### src/hdl/pid_step_pkg.sv
// Package: types and constants shared by the PID step unit.
`timescale 1ns / 1ps
package pid_step_pkg;

    localparam int DATA_W   = 32;
    localparam int TIME_W   = 31;
    localparam int ERR_W    = 33;
    localparam int DIFF_W   = 34;
    localparam int INTEG_W  = 34;
    localparam int WIDE_W   = 50;
    localparam int OPA_W    = 34;
    localparam int OPB_W    = 64;
    localparam int CHUNK_W  = 16;
    localparam int PP_W     = OPA_W + CHUNK_W + 1;
    localparam int ACC_W    = 88;
    localparam int QPROD_W  = ACC_W - CHUNK_W;
    localparam int FRAC_W   = 16;
    localparam int STEPS    = OPB_W / CHUNK_W;
    localparam int STEP_W   = $clog2(STEPS);
    localparam int CFG_IDX_W = 3;

    localparam logic signed [WIDE_W-1:0] Q_ONE_POS = 50'sd65536;
    localparam logic signed [WIDE_W-1:0] Q_ONE_NEG = -50'sd65536;

    localparam logic [CFG_IDX_W-1:0] REG_KP      = 3'd0;
    localparam logic [CFG_IDX_W-1:0] REG_KI      = 3'd1;
    localparam logic [CFG_IDX_W-1:0] REG_KD      = 3'd2;
    localparam logic [CFG_IDX_W-1:0] REG_DT      = 3'd3;
    localparam logic [CFG_IDX_W-1:0] REG_DT_RCP  = 3'd4;
    localparam logic [CFG_IDX_W-1:0] REG_OUT_MAX = 3'd5;
    localparam logic [CFG_IDX_W-1:0] REG_OUT_MIN = 3'd6;

    localparam logic ACTION_COMPUTE = 1'b0;
    localparam logic ACTION_PRESET  = 1'b1;

    typedef enum logic [1:0] {
        ST_IDLE,
        ST_MUL,
        ST_WB,
        ST_DONE
    } state_t;

    typedef enum logic [2:0] {
        OP_ERR_DT,
        OP_DIFF_RCP,
        OP_KP,
        OP_KI,
        OP_KD
    } op_t;

endpackage

### src/hdl/pid_controller_step_unit.sv
// PID step unit: shared multiplier under a sequencer, clamped Q16.16 output.
`timescale 1ns / 1ps
// Usage:
//   Input channel (in_valid/in_stall): action 0 runs a control step on
//   target/measured, action 1 loads preset_value into the integral and
//   gives no transaction on the output.
//   Output channel (out_valid/out_stall): one drive value per compute step.
//   Config channel (cfg_valid/cfg_ready/cfg_index/cfg_data): gains, dt,
//   1/dt and output limits; ready is always high. Write only while idle.
// Timing:
//   A preset loads the integral on acceptance and leaves the unit idle. A
//   compute step runs five products through one 34x17 multiplier, four
//   16-bit slices each, plus a writeback state per product. in_stall is
//   high for the whole step, so no new item is accepted until it is idle.
//   The output register holds a finished result while the next item is
//   accepted; a step that finishes while the previous result is still
//   stalled waits in its final state until the output register frees up.
// Reset: rst_n clears state, integral, last error and loads register defaults.
module pid_controller_step_unit
    import pid_step_pkg::*;
(
    input  logic                        clk,
    input  logic                        rst_n,
    input  logic                        in_valid,
    output logic                        in_stall,
    input  logic                        action,
    input  logic signed [DATA_W-1:0]    target,
    input  logic signed [DATA_W-1:0]    measured,
    input  logic signed [DATA_W-1:0]    preset_value,
    output logic                        out_valid,
    input  logic                        out_stall,
    output logic signed [DATA_W-1:0]    drive,
    input  logic                        cfg_valid,
    output logic                        cfg_ready,
    input  logic [CFG_IDX_W-1:0]        cfg_index,
    input  logic [DATA_W-1:0]           cfg_data
);

    state_t state_reg, state_next;
    op_t    op_reg, op_next;
    logic [STEP_W-1:0] step_reg, step_next;

    logic signed [DATA_W-1:0]  kp_reg, ki_reg, kd_reg, out_max_reg, out_min_reg;
    logic [TIME_W-1:0]         dt_reg, dt_rcp_reg;

    logic signed [INTEG_W-1:0] integ_reg, integ_next;
    logic signed [ERR_W-1:0]   last_err_reg, last_err_next;
    logic signed [ERR_W-1:0]   err_reg, err_next;
    logic signed [WIDE_W-1:0]  ipre_reg, ipre_next;
    logic signed [WIDE_W-1:0]  deriv_reg, deriv_next;
    logic signed [QPROD_W-1:0] sum_reg, sum_next;
    logic signed [OPA_W-1:0]   op_a_reg, op_a_next;
    logic [OPB_W-1:0]          op_b_reg, op_b_next;
    logic [ACC_W-1:0]          acc_reg, acc_next;
    logic                      out_valid_reg, out_valid_next;
    logic signed [DATA_W-1:0]  drive_reg, drive_next;

    logic                      in_accept;
    logic                      out_free;
    logic signed [CHUNK_W:0]   chunk;
    logic signed [PP_W-1:0]    pp;
    logic signed [QPROD_W-1:0] prod_q;
    logic signed [DIFF_W-1:0]  diff;
    logic signed [QPROD_W-1:0] out_max_w, out_min_w;
    logic signed [DATA_W-1:0]  res;

    assign in_stall  = (state_reg != ST_IDLE);
    assign in_accept = in_valid && !in_stall;
    assign out_free  = !out_valid_reg || !out_stall;
    assign cfg_ready = 1'b1;
    assign out_valid = out_valid_reg;
    assign drive     = drive_reg;

    // Shared multiplier: op_a times one 16-bit slice of op_b, MSB slice first.
    assign chunk  = (step_reg == '0) ? $signed({op_b_reg[OPB_W-1], op_b_reg[OPB_W-1 -: CHUNK_W]})
                                     : $signed({1'b0, op_b_reg[OPB_W-1 -: CHUNK_W]});
    assign pp     = PP_W'(op_a_reg) * PP_W'(chunk);
    assign prod_q = $signed(acc_reg[ACC_W-1:FRAC_W]);
    assign diff   = DIFF_W'(err_reg) - DIFF_W'(last_err_reg);

    assign out_max_w = QPROD_W'(out_max_reg);
    assign out_min_w = QPROD_W'(out_min_reg);

    always_comb
    begin
        if (sum_reg > out_max_w)
            res = out_max_reg;
        else if (sum_reg < out_min_w)
            res = out_min_reg;
        else
            res = sum_reg[DATA_W-1:0];
    end

    // Next state
    always_comb
    begin
        state_next = state_reg;
        case (state_reg)
            ST_IDLE:
            begin
                if (in_accept && action == ACTION_COMPUTE)
                    state_next = ST_MUL;
            end
            ST_MUL:
            begin
                if (step_reg == STEP_W'(STEPS - 1))
                    state_next = ST_WB;
            end
            ST_WB:
            begin
                if (op_reg == OP_KD)
                    state_next = ST_DONE;
                else
                    state_next = ST_MUL;
            end
            ST_DONE:
            begin
                if (out_free)
                    state_next = ST_IDLE;
            end
            default: state_next = ST_IDLE;
        endcase
    end

    // Datapath and outputs
    always_comb
    begin
        op_next        = op_reg;
        step_next      = step_reg;
        integ_next     = integ_reg;
        last_err_next  = last_err_reg;
        err_next       = err_reg;
        ipre_next      = ipre_reg;
        deriv_next     = deriv_reg;
        sum_next       = sum_reg;
        op_a_next      = op_a_reg;
        op_b_next      = op_b_reg;
        acc_next       = acc_reg;
        drive_next     = drive_reg;
        out_valid_next = out_valid_reg && out_stall;

        case (state_reg)
            ST_IDLE:
            begin
                if (in_accept)
                begin
                    if (action == ACTION_PRESET)
                    begin
                        integ_next = INTEG_W'(preset_value);
                    end
                    else
                    begin
                        err_next  = ERR_W'(target) - ERR_W'(measured);
                        op_a_next = OPA_W'(err_next);
                        op_b_next = OPB_W'(dt_reg);
                        op_next   = OP_ERR_DT;
                        step_next = '0;
                        acc_next  = '0;
                    end
                end
            end
            ST_MUL:
            begin
                acc_next  = {acc_reg[ACC_W-CHUNK_W-1:0], {CHUNK_W{1'b0}}}
                            + ACC_W'(pp);
                op_b_next = {op_b_reg[OPB_W-CHUNK_W-1:0], {CHUNK_W{1'b0}}};
                step_next = step_reg + 1'b1;
            end
            ST_WB:
            begin
                acc_next  = '0;
                step_next = '0;
                case (op_reg)
                    OP_ERR_DT:
                    begin
                        ipre_next = WIDE_W'(integ_reg) + prod_q[WIDE_W-1:0];
                        op_a_next = OPA_W'(diff);
                        op_b_next = OPB_W'(dt_rcp_reg);
                        op_next   = OP_DIFF_RCP;
                    end
                    OP_DIFF_RCP:
                    begin
                        deriv_next = prod_q[WIDE_W-1:0];
                        op_a_next  = OPA_W'(kp_reg);
                        op_b_next  = OPB_W'(err_reg);
                        op_next    = OP_KP;
                    end
                    OP_KP:
                    begin
                        sum_next  = prod_q;
                        op_a_next = OPA_W'(ki_reg);
                        op_b_next = OPB_W'(ipre_reg);
                        op_next   = OP_KI;
                    end
                    OP_KI:
                    begin
                        sum_next  = sum_reg + prod_q;
                        op_a_next = OPA_W'(kd_reg);
                        op_b_next = OPB_W'(deriv_reg);
                        op_next   = OP_KD;
                    end
                    OP_KD:
                    begin
                        sum_next      = sum_reg + prod_q;
                        last_err_next = err_reg;
                        if (ipre_reg > Q_ONE_POS)
                            integ_next = INTEG_W'(Q_ONE_POS);
                        else if (ipre_reg < Q_ONE_NEG)
                            integ_next = INTEG_W'(Q_ONE_NEG);
                        else
                            integ_next = ipre_reg[INTEG_W-1:0];
                    end
                    default: op_next = OP_ERR_DT;
                endcase
            end
            ST_DONE:
            begin
                if (out_free)
                begin
                    drive_next     = res;
                    out_valid_next = 1'b1;
                end
            end
            default: op_next = op_reg;
        endcase
    end

    always_ff @(posedge clk or negedge rst_n)
    begin
        if (!rst_n)
        begin
            state_reg     <= ST_IDLE;
            op_reg        <= OP_ERR_DT;
            step_reg      <= '0;
            integ_reg     <= '0;
            last_err_reg  <= '0;
            out_valid_reg <= 1'b0;
        end
        else
        begin
            state_reg     <= state_next;
            op_reg        <= op_next;
            step_reg      <= step_next;
            integ_reg     <= integ_next;
            last_err_reg  <= last_err_next;
            out_valid_reg <= out_valid_next;
        end
    end

    always_ff @(posedge clk)
    begin
        err_reg   <= err_next;
        ipre_reg  <= ipre_next;
        deriv_reg <= deriv_next;
        sum_reg   <= sum_next;
        op_a_reg  <= op_a_next;
        op_b_reg  <= op_b_next;
        acc_reg   <= acc_next;
        drive_reg <= drive_next;
    end

    // Configuration registers
    always_ff @(posedge clk or negedge rst_n)
    begin
        if (!rst_n)
        begin
            kp_reg      <= '0;
            ki_reg      <= '0;
            kd_reg      <= '0;
            dt_reg      <= TIME_W'(65536);
            dt_rcp_reg  <= TIME_W'(65536);
            out_max_reg <= 32'sh7FFF_FFFF;
            out_min_reg <= 32'sh8000_0000;
        end
        else if (cfg_valid && cfg_ready)
        begin
            case (cfg_index)
                REG_KP:      kp_reg      <= cfg_data;
                REG_KI:      ki_reg      <= cfg_data;
                REG_KD:      kd_reg      <= cfg_data;
                REG_DT:      dt_reg      <= cfg_data[TIME_W-1:0];
                REG_DT_RCP:  dt_rcp_reg  <= cfg_data[TIME_W-1:0];
                REG_OUT_MAX: out_max_reg <= cfg_data;
                REG_OUT_MIN: out_min_reg <= cfg_data;
                default:     kp_reg      <= kp_reg;
            endcase
        end
    end

endmodule
### config.mk
export PLATFORM = sky130hd
export DESIGN_NAME = pid_controller_step_unit
export DESIGN_NICKNAME = d
export VERILOG_FILES = /design/src/hdl/pid_step_pkg.sv /design/src/hdl/pid_controller_step_unit.sv
export SDC_FILE = /design/constraint.sdc
export NUM_CORES = 2
export LEC_CHECK = 0
export ABC_AREA = 0
export BUFFER_PORTS_ARGS = -buffer_cell sky130_fd_sc_hd__buf_2
export CORE_MARGIN = 1
export CORE_UTILIZATION = 40
export DETAILED_ROUTE_END_ITERATION = 8
export PLACE_DENSITY = 0.54
export RECOVER_POWER = 25
export REMOVE_ABC_BUFFERS = 1
export SLEW_MARGIN = 20
export SYNTH_ARGS = -nofsm -noshare
export SYNTH_HDL_FRONTEND = slang
export SYNTH_SLANG_ARGS = --single-unit
### constraint.sdc
create_clock -name clk -period 14 [get_ports clk]
set_input_delay 4.2 -clock clk [delete_from_list [all_inputs] [get_ports clk]]
set_output_delay 4.2 -clock clk [all_outputs]
set_load 0.1 [all_outputs]
== Word-level counts from Yosys, hierarchy flattened ==
Cells that the tools add are included.
Widths: inputs -> output; s select.

* Flip-flop bits (word level): 720
* Bits of input ports: 137
* Output and inout port bits: 35
* Logic and storage cells: 126

* $add $sub $neg: 6
* Multipliers: 1
* Order comparisons: 4
* Equal/unequal tests: 23
* Mux-type cells: 35
* Bitwise gates (word level): 1
* Reductions and logical operators: 35

{| class="wikitable"
|+ Operator list
! cell !! number
|-
| $pmux 88 s3 || 1
|-
| $pmux 64 s4 || 1
|-
| $mux 34 || 7
|-
| $pmux 64 s3 || 1
|-
| $mux 88 || 2
|-
| $pmux 72 s2 || 1
|-
| $pmux 34 s2 || 2
|-
| $pmux 34 s4 || 1
|-
| $mux 64 || 2
|-
| $add 88x88->88 || 1
|-
| $add 72x72->72 || 1
|-
| $gt 72x32->1 || 1
|-
| $lt 72x32->1 || 1
|-
| $mux 32 || 2
|-
| $mul 34x17->51 || 1
|-
| $add 50x50->50 || 1
|-
| $gt 50x18->1 const B || 1
|-
| $lt 50x17->1 const B || 1
|-
| $sub 33x33->34 || 1
|-
| $sub 32x32->33 || 1
|-
| $reduce_and 2->1 || 12
|-
| $mux 17 || 1
|-
| $ne 2x2->1 const B || 8
|-
| $reduce_and 4->1 || 4
|-
| 24 further kinds || 50
|}

== Longest topological paths before layout ==
* Depth in word-level cells: 6
* Mapped depth: 39
* Depth with buffers taken out: 37

== Worst setup path after synthesis ==
OpenSTA, ideal clock, no wires.

* Path kind: input-to-reg
* Start: input in_valid
* End: register op_b_reg[0] (enable)
* Library setup time: 0.583 ns
* Data arrival time: 13.450 ns
* Path slack: -0.033 ns
* Stages: 4
* Path buffers: 0
* Cells stage by stage: inv_1 > o21ai_0 > nor2b_1 > a21boi_0

* Longest elaborated chain between the ends: 3

{| class="wikitable"
|+ RTL lines
! element !! RTL line !! source
|-
| start, declared || pid_controller_step_unit.sv:24 || <nowiki>input logic in_valid,</nowiki>
|-
| $logic_and 1x1->1 || pid_controller_step_unit.sv:68 || <nowiki>assign in_accept = in_valid && !in_stall;</nowiki>
|-
| $ne 2x2->1 (no source line) || - ||
|-
| $reduce_and 4->1 (no source line) || - ||
|-
| end signal, assigned || pid_controller_step_unit.sv:257 || <nowiki>op_b_reg <= op_b_next;</nowiki>
|-
| end, declared || pid_controller_step_unit.sv:53 || <nowiki>logic [OPB_W-1:0] op_b_reg, op_b_next;</nowiki>
|}

Every way passes these cells.
A chain may end at the register's enable or synchronous reset.

== Worst setup path after layout ==
* Start: register step_reg[0]
* End: register acc_reg[86] (data pin)

* Longest elaborated chain between the ends: 5

{| class="wikitable"
|+ RTL lines
! element !! RTL line !! source
|-
| start, declared || pid_controller_step_unit.sv:41 || <nowiki>logic [STEP_W-1:0] step_reg, step_next;</nowiki>
|-
| start signal, assigned || pid_controller_step_unit.sv:243 || <nowiki>step_reg <= step_next;</nowiki>
|-
| $logic_not 2->1 || pid_controller_step_unit.sv:75 || <nowiki>assign chunk = (step_reg == '0) ? $signed({op_b_reg[OPB_W-1], op_b_reg[OPB_W-1 -: CHUNK_W]})</nowiki>
|-
| $mux 17 || pid_controller_step_unit.sv:75 ||
|-
| $mul 34x17->51 || pid_controller_step_unit.sv:77 || <nowiki>assign pp = PP_W'(op_a_reg) * PP_W'(chunk);</nowiki>
|-
| $add 88x88->88 || pid_controller_step_unit.sv:165 || <nowiki>+ ACC_W'(pp);</nowiki>
|-
| $pmux 88 s3 || pid_controller_step_unit.sv:142 || <nowiki>case (state_reg)</nowiki>
|-
| end signal, assigned || pid_controller_step_unit.sv:258 || <nowiki>acc_reg <= acc_next;</nowiki>
|-
| end, declared || pid_controller_step_unit.sv:54 || <nowiki>logic [ACC_W-1:0] acc_reg, acc_next;</nowiki>
|}

Every way passes these cells.

==> out/metrics.yaml <==
run_status:
  status: "finished, violations left"
  violations: "max-capacitance violations, max-slew violations"
place:
  dpl_worst_slack_ns: 2.78
  io_buffers: 170
  dp_hpwl_microns: 170000
  gp_congestion: 0.911
floorplanning:
  design.core.area_sq_um: 168000
  ios: 172
  rows: 150
  dieWidth_microns: 414
  dieArea_sq_um: 172000
  start_util_pct: 40.5
  die_h_microns: 414
logic_synthesis:
  ys_types: 93
  synthXorXnorAreaFrac_pct: 3.26
  yosys-mux-area-fraction_pct: 5.88
  ys_ff_latch: 720
  synthesis.instances: 7110
  yosysWarnings: 0
  synth_compound_area_share_pct: 14.7
  netlist_area_sq_um: 68000
  synth_ff_type: "edfxtp_1"
  synth_top_family_by_area: "adder cells"
  yosysSeqAreaShare_pct: 29.7
  synthAdderAreaFrac_pct: 26.1
  synth_edf_count: 423
  yosys.area_share.simple_pct: 13.9
  async_flop_share_pct: 41.3
  avgSynthCellArea_sq_um: 9.57
grt:
  overflow: 0
  grt_pass1_vias: 53200
  gr-usage-all-layers_pct: 26.0
  grt_max_degree: 98
  antenna_found_initial: 9
  grt_first_pass_wirelength_microns: 340000
clocking:
  numCtsBuffers: 86
  cts_tree: "done"
  postCtsSetupBuffers: 0
  clock_sinks: 720
  cts_hold_buf: 0
  clock_latency_ns: 0.71
  htree_levels: 3
  clkTransAtPathRegs_ns: 0.06
  cts_buffer_depth: 3
  cts_resized: 0
  cts-root-buf: "clkbuf_16"
layout:
  drive_gt1_share_pct: 10.4
  final_cell_mix: "inv_1, nand2_1, fa_1"
  nFillCells: 16200
  layout_commonest_cell: "inv_1"
  final_nets: 8331
  syn_to_final_growth_pct: 8.80
  largest_reg_flops: 88
timing:
  finalCritPeriodShare_pct: 80.5
  drv_slew: 520
  min_period_ns: 11.26
  rsz0062_at_grt: "no"
  layout_setup_ws_ns: 2.74
  setup_viol: 0
  clock_skew_ns: 0.0445
  fmax_mhz: 88.8
  slew_headroom_pct: -145
  hold_viol_final: 0
  worst_hold_slack_ns: 0.503
  tightest_slew_ns: 3.68
routing:
  vias_per_cell: 5.65
  post_drt_wl_per_cell_microns: 24.0
  detail_route.iter0.violations: 3946
  drc: 0
  drt-pass1-iter-count: 7
  ant_nets: 0
  vias: 53100
  drt-total-wl_microns: 225000
worst_setup_path:
  cp_common_cell: "fa_1"
  required_ns: 14.43
  critPathMaxStageDelay_ns: 0.67
  critPathTopFamily: "compound AO/OA/AOI/OAI gates"
  cp-start-kind: "flip-flop"
  critPathMaxFanout: 41
  crit_type: "flip-flop to flip-flop"
  path_buf_inv: 6
  crit_arrival_ns: 11.69
  crit_slowest_cell: "nand2_1"
  end_kind: "flip-flop"
  r2r_slack_ns: 2.74
flow_run:
  cap_violations: 11
hold_path:
  hold_class: "flip-flop to flip-flop"
[per-stage QoR]
step	std cells	utilization [%]	cell area (sq um)	TNS (ns)
final	9392	44.1	74000	0
after global placement	9225	42.4	71200	0
after floorplan	6774	-	66800	-2.05
after detailed placement	9226	42.4	71200	0
after global routing	9388	44.1	74000	0
after CTS	9387	44.1	74100	0
[metal layers]
metal  part of all wire [%]  routed length, microns  global-route usage [%]
met1                     45                  100000                    35.5
met2                     48                  107000                    43.2
met3                    4.5                   10100                    2.79
met4                    3.4                    7740                    7.93
met5                      0                       0                       0
[final timing paths]
kind	cells after the start	end	startpoint
max	35	acc_reg[86]	step_reg[0]
min	1	ki_reg[26]	ki_reg[26]
max reg2reg	35	acc_reg[86]	step_reg[0]
min reg2reg	1	ki_reg[26]	ki_reg[26]
max in group asynchronous	3	dt_reg[0]	rst_n
min in group asynchronous	1	out_min_reg[27]	rst_n
[Yosys cell counts, drive strengths merged (19+ instances only)]
cell type | number | share of area (%)
nand2 | 636 | 3.5
nand4 | 123 | 1.1
o21ai | 280 | 2.1
a21oi | 464 | 3.4
o31ai | 28 | 0.32
a21o | 213 | 2.4
nand2b | 52 | 0.48
xnor2 | 163 | 2.1
or3 | 19 | 0.17
nand3 | 111 | 0.82
o221ai | 47 | 0.61
fa | 556 | 16
nor2b | 48 | 0.44
nor2 | 458 | 2.5
buf | 28 | 0.17
and2 | 291 | 2.7
and3 | 53 | 0.49
o2111ai | 38 | 0.50
o21bai | 48 | 0.53
a211oi | 53 | 0.58
nor3 | 68 | 0.50
mux2i | 99 | 1.5
or2 | 24 | 0.22
o21a | 65 | 0.72
mux2 | 267 | 4.4
dfstp | 34 | 1.3
a211o | 21 | 0.27
dfrtp | 263 | 9.7
a22oi | 43 | 0.47
a21boi | 27 | 0.30
a31oi | 51 | 0.48
ha | 528 | 9.7
inv | 848 | 4.7
o211ai | 34 | 0.38
edfxtp | 423 | 19
xor2 | 90 | 1.2
clkbuf | 308 | 1.7
[layout make-up]
class | instances | area, sq um | area share [%]
Clock buffer | 120 | 2470 | 3.34
Sequential cell | 720 | 20200 | 27.3
Antenna cell | 5 | 12.5 | 0.0169
Inverter | 848 | 3180 | 4.30
Timing Repair Buffer | 248 | 1390 | 1.88
Clock inverter | 41 | 458 | 0.619
Tap cell | 2204 | 2760 | 3.73
Multi-Input combinational cell | 5206 | 43600 | 58.8
[kinds of logic (layout without fill, tap and decap cells)]
logic type | count (synthesis) | count (layout)
AO/OA/AOI/OAI | 1538 | 1538
XOR/XNOR | 253 | 253
adder cells (fa/ha/maj) | 1084 | 1084
buffers and inverters | 1184 | 1257
flip-flops | 720 | 720
multiplexers | 366 | 366
other | 1 | 6
AND/OR/NAND/NOR | 1964 | 1964
Power is not shown: default switching activity piles up to over one toggle a cycle in this logic, so the estimate is an artifact.
